## src/rtl/core/srcfc_pkg.sv

```systemverilog
// Shared types and constants for the sensor reply CRC frame check.
`default_nettype none

package srcfc_pkg;

    localparam logic [15:0] CRC_INIT = 16'hFFFF;
    localparam logic [15:0] CRC_POLY = 16'hA001;

    // Frame lengths in bytes, CRC bytes included
    localparam logic [3:0] MEAS_LEN = 4'd8;
    localparam logic [3:0] INFO_LEN = 4'd12;

    // Frame mode register codes
    localparam logic MODE_MEAS = 1'b0;
    localparam logic MODE_INFO = 1'b1;

    // Result status codes
    localparam logic STATUS_OK       = 1'b0;
    localparam logic STATUS_CRC_FAIL = 1'b1;

    typedef struct packed {
        logic [7:0] byte_value;
        logic       frame_start;
    } in_beat_t;

    typedef struct packed {
        logic               status;
        logic [15:0]        humidity_raw;
        logic signed [15:0] temperature_raw;
        logic [63:0]        info_data;
        logic [15:0]        computed_crc;
        logic [15:0]        received_crc;
    } out_beat_t;

endpackage

`default_nettype wire

```

## src/rtl/core/srcfc_crc16.sv

```systemverilog
// Byte-wide CRC-16/MODBUS update, eight reflected shift steps unrolled.
`default_nettype none

module srcfc_crc16 (
    input  wire logic [15:0] crc_in,
    input  wire logic [7:0]  data_in,
    output logic [15:0]      crc_out
);
    import srcfc_pkg::*;

    always_comb begin
        logic [15:0] c;
        c = crc_in ^ {8'h00, data_in};
        for (int k = 0; k < 8; k++) begin
            if (c[0]) begin
                c = (c >> 1) ^ CRC_POLY;
            end else begin
                c = c >> 1;
            end
        end
        crc_out = c;
    end

endmodule

`default_nettype wire

```

## src/rtl/core/srcfc_frame.sv

```systemverilog
// Frame tracker: byte count, running CRC, payload capture and result build.
`default_nettype none

module srcfc_frame (
    input  wire logic              aclk,
    input  wire logic              aresetn,
    input  wire logic              step,
    input  wire srcfc_pkg::in_beat_t beat,
    input  wire logic              frame_mode,
    output logic                   emit,
    output srcfc_pkg::out_beat_t   result
);
    import srcfc_pkg::*;

    logic [15:0] crc_reg,     crc_next;
    logic [3:0]  count_reg,   count_next;
    logic [63:0] payload_reg, payload_next;
    logic [7:0]  low_reg,     low_next;
    logic        done_reg,    done_next;

    logic [15:0] crc_cur;
    logic [15:0] crc_upd;
    logic [3:0]  len;
    logic [15:0] rx_crc;

    // A start beat sees a fresh CRC
    assign crc_cur = beat.frame_start ? CRC_INIT : crc_reg;
    assign len     = (frame_mode == MODE_INFO) ? INFO_LEN : MEAS_LEN;
    assign rx_crc  = {beat.byte_value, low_reg};

    srcfc_crc16 u_crc (
        .crc_in  (crc_cur),
        .data_in (beat.byte_value),
        .crc_out (crc_upd)
    );

    always_comb begin
        logic [3:0]  p;
        logic [63:0] pay;
        logic        dn;
        pay = beat.frame_start ? 64'd0 : payload_reg;
        dn  = beat.frame_start ? 1'b0  : done_reg;
        p   = beat.frame_start ? 4'd0  : count_reg;

        crc_next     = crc_cur;
        count_next   = p;
        payload_next = pay;
        low_next     = beat.frame_start ? 8'h00 : low_reg;
        done_next    = dn;
        emit         = 1'b0;

        result                 = '0;
        result.computed_crc    = crc_cur;
        result.received_crc    = rx_crc;
        result.status          = (rx_crc != crc_cur) ? STATUS_CRC_FAIL : STATUS_OK;
        if (frame_mode == MODE_INFO) begin
            result.info_data = pay;
        end else begin
            result.humidity_raw    = pay[31:16];
            result.temperature_raw = $signed(pay[15:0]);
        end

        if (!dn) begin
            if (p >= len) begin
                // Mode shrank the frame under us: end it silently
                done_next = 1'b1;
            end else if (p < len - 4'd2) begin
                crc_next   = crc_upd;
                count_next = p + 4'd1;
                if (p >= 4'd2) begin
                    payload_next = {pay[55:0], beat.byte_value};
                end
            end else if (p == len - 4'd2) begin
                low_next   = beat.byte_value;
                count_next = p + 4'd1;
            end else begin
                count_next = p + 4'd1;
                done_next  = 1'b1;
                emit       = 1'b1;
            end
        end
    end

    always_ff @(posedge aclk) begin
        if (!aresetn) begin
            crc_reg     <= CRC_INIT;
            count_reg   <= 4'd0;
            payload_reg <= 64'd0;
            low_reg     <= 8'h00;
            done_reg    <= 1'b1;
        end else if (step) begin
            crc_reg     <= crc_next;
            count_reg   <= count_next;
            payload_reg <= payload_next;
            low_reg     <= low_next;
            done_reg    <= done_next;
        end
    end

endmodule

`default_nettype wire

```

## src/rtl/core/sensor_reply_crc_frame_check_core.sv

```systemverilog
// Top level of the sensor reply CRC-16/MODBUS frame checker.
`default_nettype none

// Takes one reply byte per input beat and checks each frame against its
// trailing CRC-16/MODBUS (init 0xFFFF, reflected poly 0xA001, no final xor),
// received low byte first. A beat with frame_start set opens a new frame.
// frame_mode selects an 8-byte measurement reply (humidity and signed
// temperature out) or a 12-byte info reply (8 data bytes out, first on top).
// On the last byte of a frame one result beat is produced, with status 0 on
// a CRC match and 1 on a mismatch; bytes outside a frame produce nothing.
// Throughput is one byte per cycle while no result waits: the byte-wide CRC
// update is a single shallow xor network between the input register and the
// running CRC register. A frame's last byte passes the input register and
// then the result register on its way out. While a result waits, the input
// register takes one more byte and holds it; the input then stalls until the
// waiting result beat is taken. Write frame_mode only while the block is idle.

module sensor_reply_crc_frame_check_core (
    input  wire logic                 aclk,
    input  wire logic                 aresetn,
    // Input byte channel
    input  wire logic                 s_valid,
    output logic                      s_ready,
    input  wire srcfc_pkg::in_beat_t  s_data,
    // Result channel
    output logic                      m_valid,
    input  wire logic                 m_ready,
    output srcfc_pkg::out_beat_t      m_data,
    // frame_mode register write
    input  wire logic                 cfg_wr_en,
    input  wire logic                 cfg_wr_data
);
    import srcfc_pkg::*;

    logic     mode_reg;
    logic     in_valid_reg;
    in_beat_t in_data_reg;
    logic     out_valid_reg;
    out_beat_t out_data_reg;

    logic      advance;
    logic      emit;
    out_beat_t result;

    // Advance the held beat whenever the result register is free or draining
    assign advance = in_valid_reg && (!out_valid_reg || m_ready);
    assign s_ready = !in_valid_reg || advance;

    assign m_valid = out_valid_reg;
    assign m_data  = out_data_reg;

    srcfc_frame u_frame (
        .aclk       (aclk),
        .aresetn    (aresetn),
        .step       (advance),
        .beat       (in_data_reg),
        .frame_mode (mode_reg),
        .emit       (emit),
        .result     (result)
    );

    // Mode register: written straight from the config port
    always_ff @(posedge aclk) begin
        if (!aresetn) begin
            mode_reg <= MODE_MEAS;
        end else if (cfg_wr_en) begin
            mode_reg <= cfg_wr_data;
        end
    end

    // Input register: hold a beat until the frame tracker consumes it
    always_ff @(posedge aclk) begin
        if (!aresetn) begin
            in_valid_reg <= 1'b0;
        end else if (s_ready) begin
            in_valid_reg <= s_valid;
        end
    end

    always_ff @(posedge aclk) begin
        if (s_valid && s_ready) begin
            in_data_reg <= s_data;
        end
    end

    // Result register: load on a frame end, drop once taken
    always_ff @(posedge aclk) begin
        if (!aresetn) begin
            out_valid_reg <= 1'b0;
        end else if (advance) begin
            out_valid_reg <= emit;
        end else if (m_ready) begin
            out_valid_reg <= 1'b0;
        end
    end

    always_ff @(posedge aclk) begin
        if (advance && emit) begin
            out_data_reg <= result;
        end
    end

endmodule

`default_nettype wire

```

## config.mk

```make
export PLATFORM = sky130hd
export DESIGN_NAME = sensor_reply_crc_frame_check_core
export DESIGN_NICKNAME = d
export VERILOG_FILES = /design/src/rtl/core/srcfc_pkg.sv /design/src/rtl/core/srcfc_crc16.sv /design/src/rtl/core/srcfc_frame.sv /design/src/rtl/core/sensor_reply_crc_frame_check_core.sv
export SDC_FILE = /design/constraint.sdc
export NUM_CORES = 1
export LEC_CHECK = 0
export BUFFER_PORTS_ARGS = -buffer_cell sky130_fd_sc_hd__buf_4
export CAP_MARGIN = 20
export CORE_MARGIN = 4
export CORE_UTILIZATION = 60
export DETAILED_ROUTE_END_ITERATION = 10
export GPL_TIMING_DRIVEN = 0
export PLACE_DENSITY = 0.95
export SKIP_CTS_REPAIR_TIMING = 1
export SYNTH_ARGS = -nofsm -noshare
export SYNTH_HDL_FRONTEND = slang
export SYNTH_HIERARCHICAL = 1
export SYNTH_SLANG_ARGS = --single-unit
export TNS_END_PERCENT = 1
```

## constraint.sdc

```tcl
create_clock -name aclk -period 24.8 [get_ports aclk]
set_input_delay 3.72 -clock aclk [delete_from_list [all_inputs] [get_ports aclk]]
set_output_delay 3.72 -clock aclk [all_outputs]
set_load 0.02 [all_outputs]
```

==> impl_metrics.ini, run 1 <==
[timing]
post-route-min-period_ps = 8030
worst_pin_slew_ps = 933
finClkSkew_ps = 15.9
fin_hold_ws_ps = 476
drv_slew = 0
finalCritPeriodShare = 0.324
rsz0062_at_grt = no
fin_setup_tns_ps = 0
hold_viol_final = 0
max_freq_mhz = 125
slew_headroom = 0.378
setup-violations-final = 0

[detailed_routing]
via_count = 6880
drcViolationCount = 0
wl_per_cell_um = 20.9
routed_via_density = 6.13
dr.pass1.iters = 5
drtIter0Drc = 804
drt_wl_total_um = 23500
postRouteAntennaNets = 0

[placed_design]
gp_congestion = 0.872
dp.cells = 1080
dp_hpwl_um = 15500
place_area_um2 = 10600
port-buffer-count = 145

[floorplanning]
die-area_um2 = 17300
die_y_um = 132
start_util = 0.621
num_io_pins = 146
die_w_um = 132
fp-row-count = 44
core-area_um2 = 14800

[global_route]
grt-ovfl-total = 0
grt_first_pass_wirelength_um = 36600
track_usage = 0.262
antenna_found_initial = 0
grt_pass1_vias = 6702
grt_max_degree = 41

[clock_network]
cts-root-buf = clkbuf_16
clk_path_buf_depth = 3
clkSlewWorstSetupHoldPaths_ps = 60
cts_max_level = 1
cts_buffers = 23
clock-sinks = 234
cts_tree = done
insertion_delay_ps = 520

[synth]
yosys.area.top_type = edfxtp_1
synth_top_cells_by_area = edfxtp_1 45%, dfxtp_1 21%, o22ai_1 4.5%, and3_1 4.4%, nand2_1 3.6%
syn-cell-area_um2 = 9170
synth_seq_cells = 234
synth_edf_count = 138
syn_area_per_cell_um2 = 12.3
synth_cell_type_count = 57
synth_flop_cell = edfxtp_1
ys.warnings.count = 6
seq_area_frac_synth = 0.662
synth_top_area_frac = 0.452
synth_nets = 765
async_flop_share = 0
postSynthCellCount = 748

[worst_setup_path]
cpMostUsedCell = buf_4
crit_path_end_kind = primary output
cpPeakStageDelay_ps = 270
r2r_setup_slack_ps = 20770
cp.arrival_ps = 4310
path_max_fanout = 3
path_class = input port to primary output
slowest_stage = and2b_4
worstPathCellList = buf_4, and2b_4, nand2_1, buf_4
startpoint_type = input port
required_ps = 21080

[pwr]
p_per_area_nw_per_um2 = 69.5
ir_drop_mv = 0.0501
leakagePower_uw = 0.00441

[run_status]
outcome = completed

[cells_and_area]
largest_reg_flops = 129
instances_no_fill = 1122
area_growth_pct = 23.0
layout-drive-gt1-share = 0.248
final_nets = 938
stdcell_area_um2 = 11300
n_antenna_cell = 0
fillers = 838

[hold_path]
hold_path_class = register to register

[job]
max-cap-violations = 0
[kinds of logic (layout without fill, tap and decap cells)]
group,Yosys count,in the layout,synth area share
AO/OA/AOI/OAI,115,115,0.0879
XOR/XNOR,30,30,0.0326
adder cells (fa/ha/maj),2,2,0.00273
buffers and inverters,69,259,0.0364
flip-flops,234,234,0.662
multiplexers,17,17,0.0186
AND/OR/NAND/NOR,281,281,0.160
[worst max-delay path, delay by kind of cell]
| kind | cells | cell delay (ps) |
|---|---|---|
| and+or+nand+nor | 2 | 330 |
| buffers and inverters | 2 | 270 |
[routing by layer]
layer	wire length (µm)	up-vias	GRT usage
li1	-	3046	-
met1	8690	3276	0.320
met2	11800	463	0.458
met3	1970	95	0.0528
met4	967	0	0.103
met5	0	-	0
[path summary, 6_finish.rpt]
path | endpoint | from | cells past startpoint
max | s_ready | m_ready | 4
min | u_frame/payload_reg[63] | u_frame/payload_reg[63] | 2
max reg2reg | m_data[90] | in_data_reg[0] | 11
min reg2reg | u_frame/payload_reg[63] | u_frame/payload_reg[63] | 2
[cell usage in the layout, fill, tap and decap left out, drive strengths merged, types with 2 or more instances in the layout]
cell       n
buf      175
edfxtp   138
dfxtp     96
nand2     88
o22ai     66
and3      64
clkbuf    62
nor2      39
and2      33
xnor2     23
mux2i     17
or2       14
nand3     13
o21ai     12
clkinv    11
a21oi     10
inv        9
nor4bb     6
nor3       6
xor2       6
a21o       5
nand2b     5
a21boi     4
a22oi      3
o41ai      3
nor2b      2
bufinv     2
nor3b      2
nand4      2
a211oi     2
o211ai     2
ha         2
and2b      2
a2111oi    2
[layout make-up]
type	count	area [µm²]	area share
flip-flops and latches	234	6070	0.538
multi-input cells	445	2770	0.246
repair buffers	148	1150	0.102
clock buffers	28	594	0.0527
plain buffers	61	304	0.0270
well taps	184	230	0.0204
clock inverters	14	125	0.0111
inverters	8	30.0	0.00266
[power breakdown]
part	switching, µW	leakage [µW]	internal [µW]
Clock	140	0.000352	192
Sequential	4.12	0.00212	410
Combinational	22.0	0.00194	14.5
[synthesized netlist by cell type, types with 2 or more instances]
cell      number
a211oi_1       2
a21boi_2       3
a21o_1         5
a21oi_1        9
a22oi_1        3
and2_1        33
and3_1        64
buf_2         12
buf_4         13
clkbuf_1      34
dfxtp_1       96
edfxtp_1     138
ha_1           2
inv_1          7
mux2i_1       17
nand2_1       87
nand2b_1       4
nand3_1       13
nand4_1        2
nor2_1        39
nor2b_1        2
nor3_1         6
nor3b_1        2
nor4bb_1       6
o211ai_1       2
o21ai_0       10
o21ai_1        2
o22ai_1       66
o41ai_1        2
or2_2         14
xnor2_1       20
xnor2_2        3
xor2_1         6
[metrics by stage]
stage | util | power (µW) | setup WS, ps
global route | 0.764 | 804 | 16730
CTS | 0.764 | 784 | 16760
finish | 0.764 | 783 | 16770
detailed placement | 0.715 | 457 | 16770
floorplan | - | 447 | 14920
global placement | 0.711 | 456 | 13120
No activity file was read; power rests on OpenSTA's default activity.
==> inputs of run 2 (changes only) <==
CORE_UTILIZATION = 56   (was 60)
PLACE_DENSITY = 0.91   (was 0.95)
clock period = 8.2 ns   (was 24.8 ns; I/O delays follow)
==> run 2 against run 1 <==
Compared with the run above: cell count up 2.9%; non-clock buffer count up 1; critical path depth up 9; register-to-register slack worse by 17000 ps; global-route usage down 3.4 points; clock power rose to 3.2 times the previous value; combinational power rose to 2.9 times the previous value; sequential share of layout area down 0.47 points; worst setup slack worse by 13000 ps; clock skew down 0.86 ps; flip-flop and latch count unchanged; via count down 4.3%; critical path type is now register to register; largest power group unchanged.
==> impl_metrics.ini, run 2 (same netlist as run 1, synthesis figures left out) <==
[run_status]
outcome = completed

[cells_and_area]
stdcell_area_um2 = 11400
area_growth_pct = 24.1
multi_input_area_um2 = 2770
layout_common_cells = 158 x buf_4, 138 x edfxtp_1, 96 x dfxtp_1, 87 x nand2_1, 66 x o22ai_1
regArea_um2 = 6070
mostFrequentLayoutCell = buf_4
largest_reg_flops = 129
fillers = 1035
final_nets = 939
layout-drive-gt1-share = 0.252
n_antenna_cell = 0

[timing]
max_freq_mhz = 225
rsz0062_at_grt = no
post-route-min-period_ps = 4440
hold_viol_final = 0
finalCritPeriodShare = 0.541
slew_headroom = 0.401
finClkSkew_ps = 15.1
worst_pin_slew_ps = 899
fin_ws_ps = 3760
fin_hold_ws_ps = 471
drv_slew = 0
setup-violations-final = 0

[pwr]
leakagePower_uw = 0.00444
p_total_uw = 2410
ir_drop_mv = 0.157
p_per_area_nw_per_um2 = 212

[detailed_routing]
dr.pass1.iters = 5
drt_wl_total_um = 21600
drcViolationCount = 0
drtIter0Drc = 717
routed_via_density = 5.70
wl_per_cell_um = 18.7
via_count = 6581
postRouteAntennaNets = 0

[global_route]
grt-ovfl-total = 0
track_usage = 0.227
grt_first_pass_wirelength_um = 33200
antenna_found_initial = 0
grt_max_degree = 37
grt_pass1_vias = 6252

[floorplanning]
fp-row-count = 46
core-area_um2 = 15900
die_w_um = 136
die_y_um = 136
die-area_um2 = 18500
num_io_pins = 146
start_util = 0.575

[worst_setup_path]
crit_path_end_kind = register
startpoint_type = register
cp.arrival_ps = 4630
worstPathCellList = inv_2, clkbuf_1, nand2_1, ha_1, or2b_1, a21boi_2, a21oi_1, a211oi_1, nand2_2, nor2_4, buf_16, buf_16, buf_12
slowest_stage = nor2_4
cp_top_family = buffers and inverters
required_ps = 8390
path_class = register to register
cp-startpoint = in_data_reg[0]
rr_startpoint = in_data_reg[0]
cpPeakStageDelay_ps = 610
path_max_fanout = 36
critPathBufInv = 5
cpMostUsedCell = buf_16

[clock_network]
clk_path_buf_depth = 3
cts_max_level = 1
insertion_delay_ps = 500
clock-sinks = 234
cts_buffers = 23
clkSlewWorstSetupHoldPaths_ps = 60
cts-root-buf = clkbuf_16
cts_tree = done

[placed_design]
pre_cts_slack_ps = 3840
dp_hpwl_um = 14600
gp_congestion = 0.889
place_area_um2 = 10600
port-buffer-count = 145

[job]
max-cap-violations = 0

[hold_path]
hold_path_class = register to register
holdCritStartpoint = u_frame/payload_reg[63]
-- run 2: changes by cell type in the layout (fill, tap and decap cells not counted) --
| cell | change |
|---|---|
| clkinv_1 | -5 |
| buf_16 | +2 |
| clkbuf_1 | +2 |
| buf_12 | -1 |
| bufinv_16 | +1 |
| clkbuf_8 | +1 |
| clkinv_2 | -1 |
| clkinv_4 | +1 |
| inv_16 | -1 |
| inv_6 | +1 |
-- run 2: final cells by class --
type / count / area share
Clock inverter: 10 / 0.0113
Sequential cell: 234 / 0.533
Clock buffer: 31 / 0.0541
Timing Repair Buffer: 149 / 0.104
Tap cell: 216 / 0.0238
Inverter: 8 / 0.00264
Buffer: 61 / 0.0267
Multi-Input combinational cell: 445 / 0.244
-- run 2: worst paths after layout --
| path | to | depth (start not counted) | slack [ps] |
|---|---|---|---|
| worst max register to register | m_data[107] | 13 | 3760 |
| worst max-delay path | m_data[107] | 13 | 3760 |
| worst min register to register | u_frame/payload_reg[63] | 2 | 470 |
| worst min-delay path | u_frame/payload_reg[63] | 2 | 470 |
-- run 2: power breakdown --
part           switching (µW)  internal, µW
logic                    63.7          43.6
registers                12.2          1240
clock network             424           622
total                     500          1910
-- run 2: stage by stage --
step | cells | util | setup TNS [ps]
global placement | 1109 | 0.660 | -295990
floorplan | 748 | - | 0
finish | 1154 | 0.713 | 0
global route | 1154 | 0.713 | 0
detailed placement | 1113 | 0.667 | 0
CTS | 1154 | 0.713 | 0
-- run 2: worst reg2reg max path: cells and delay by family (launching register included) --
kind,cells,cell delay [ps]
adders and majority gates,1,330
buffers and inverters,5,1320
DFF,1,500
and+or+nand+nor,4,1120
AOI/OAI and AO/OA,3,850
-- run 2: per-layer routing --
layer / wire [µm] / global-route usage / part of all wire
met2: 10700 / 0.387 / 0.50
met5: 0 / 0 / 0
met1: 8650 / 0.307 / 0.40
met3: 1750 / 0.0344 / 0.081
met4: 431 / 0.0627 / 0.020
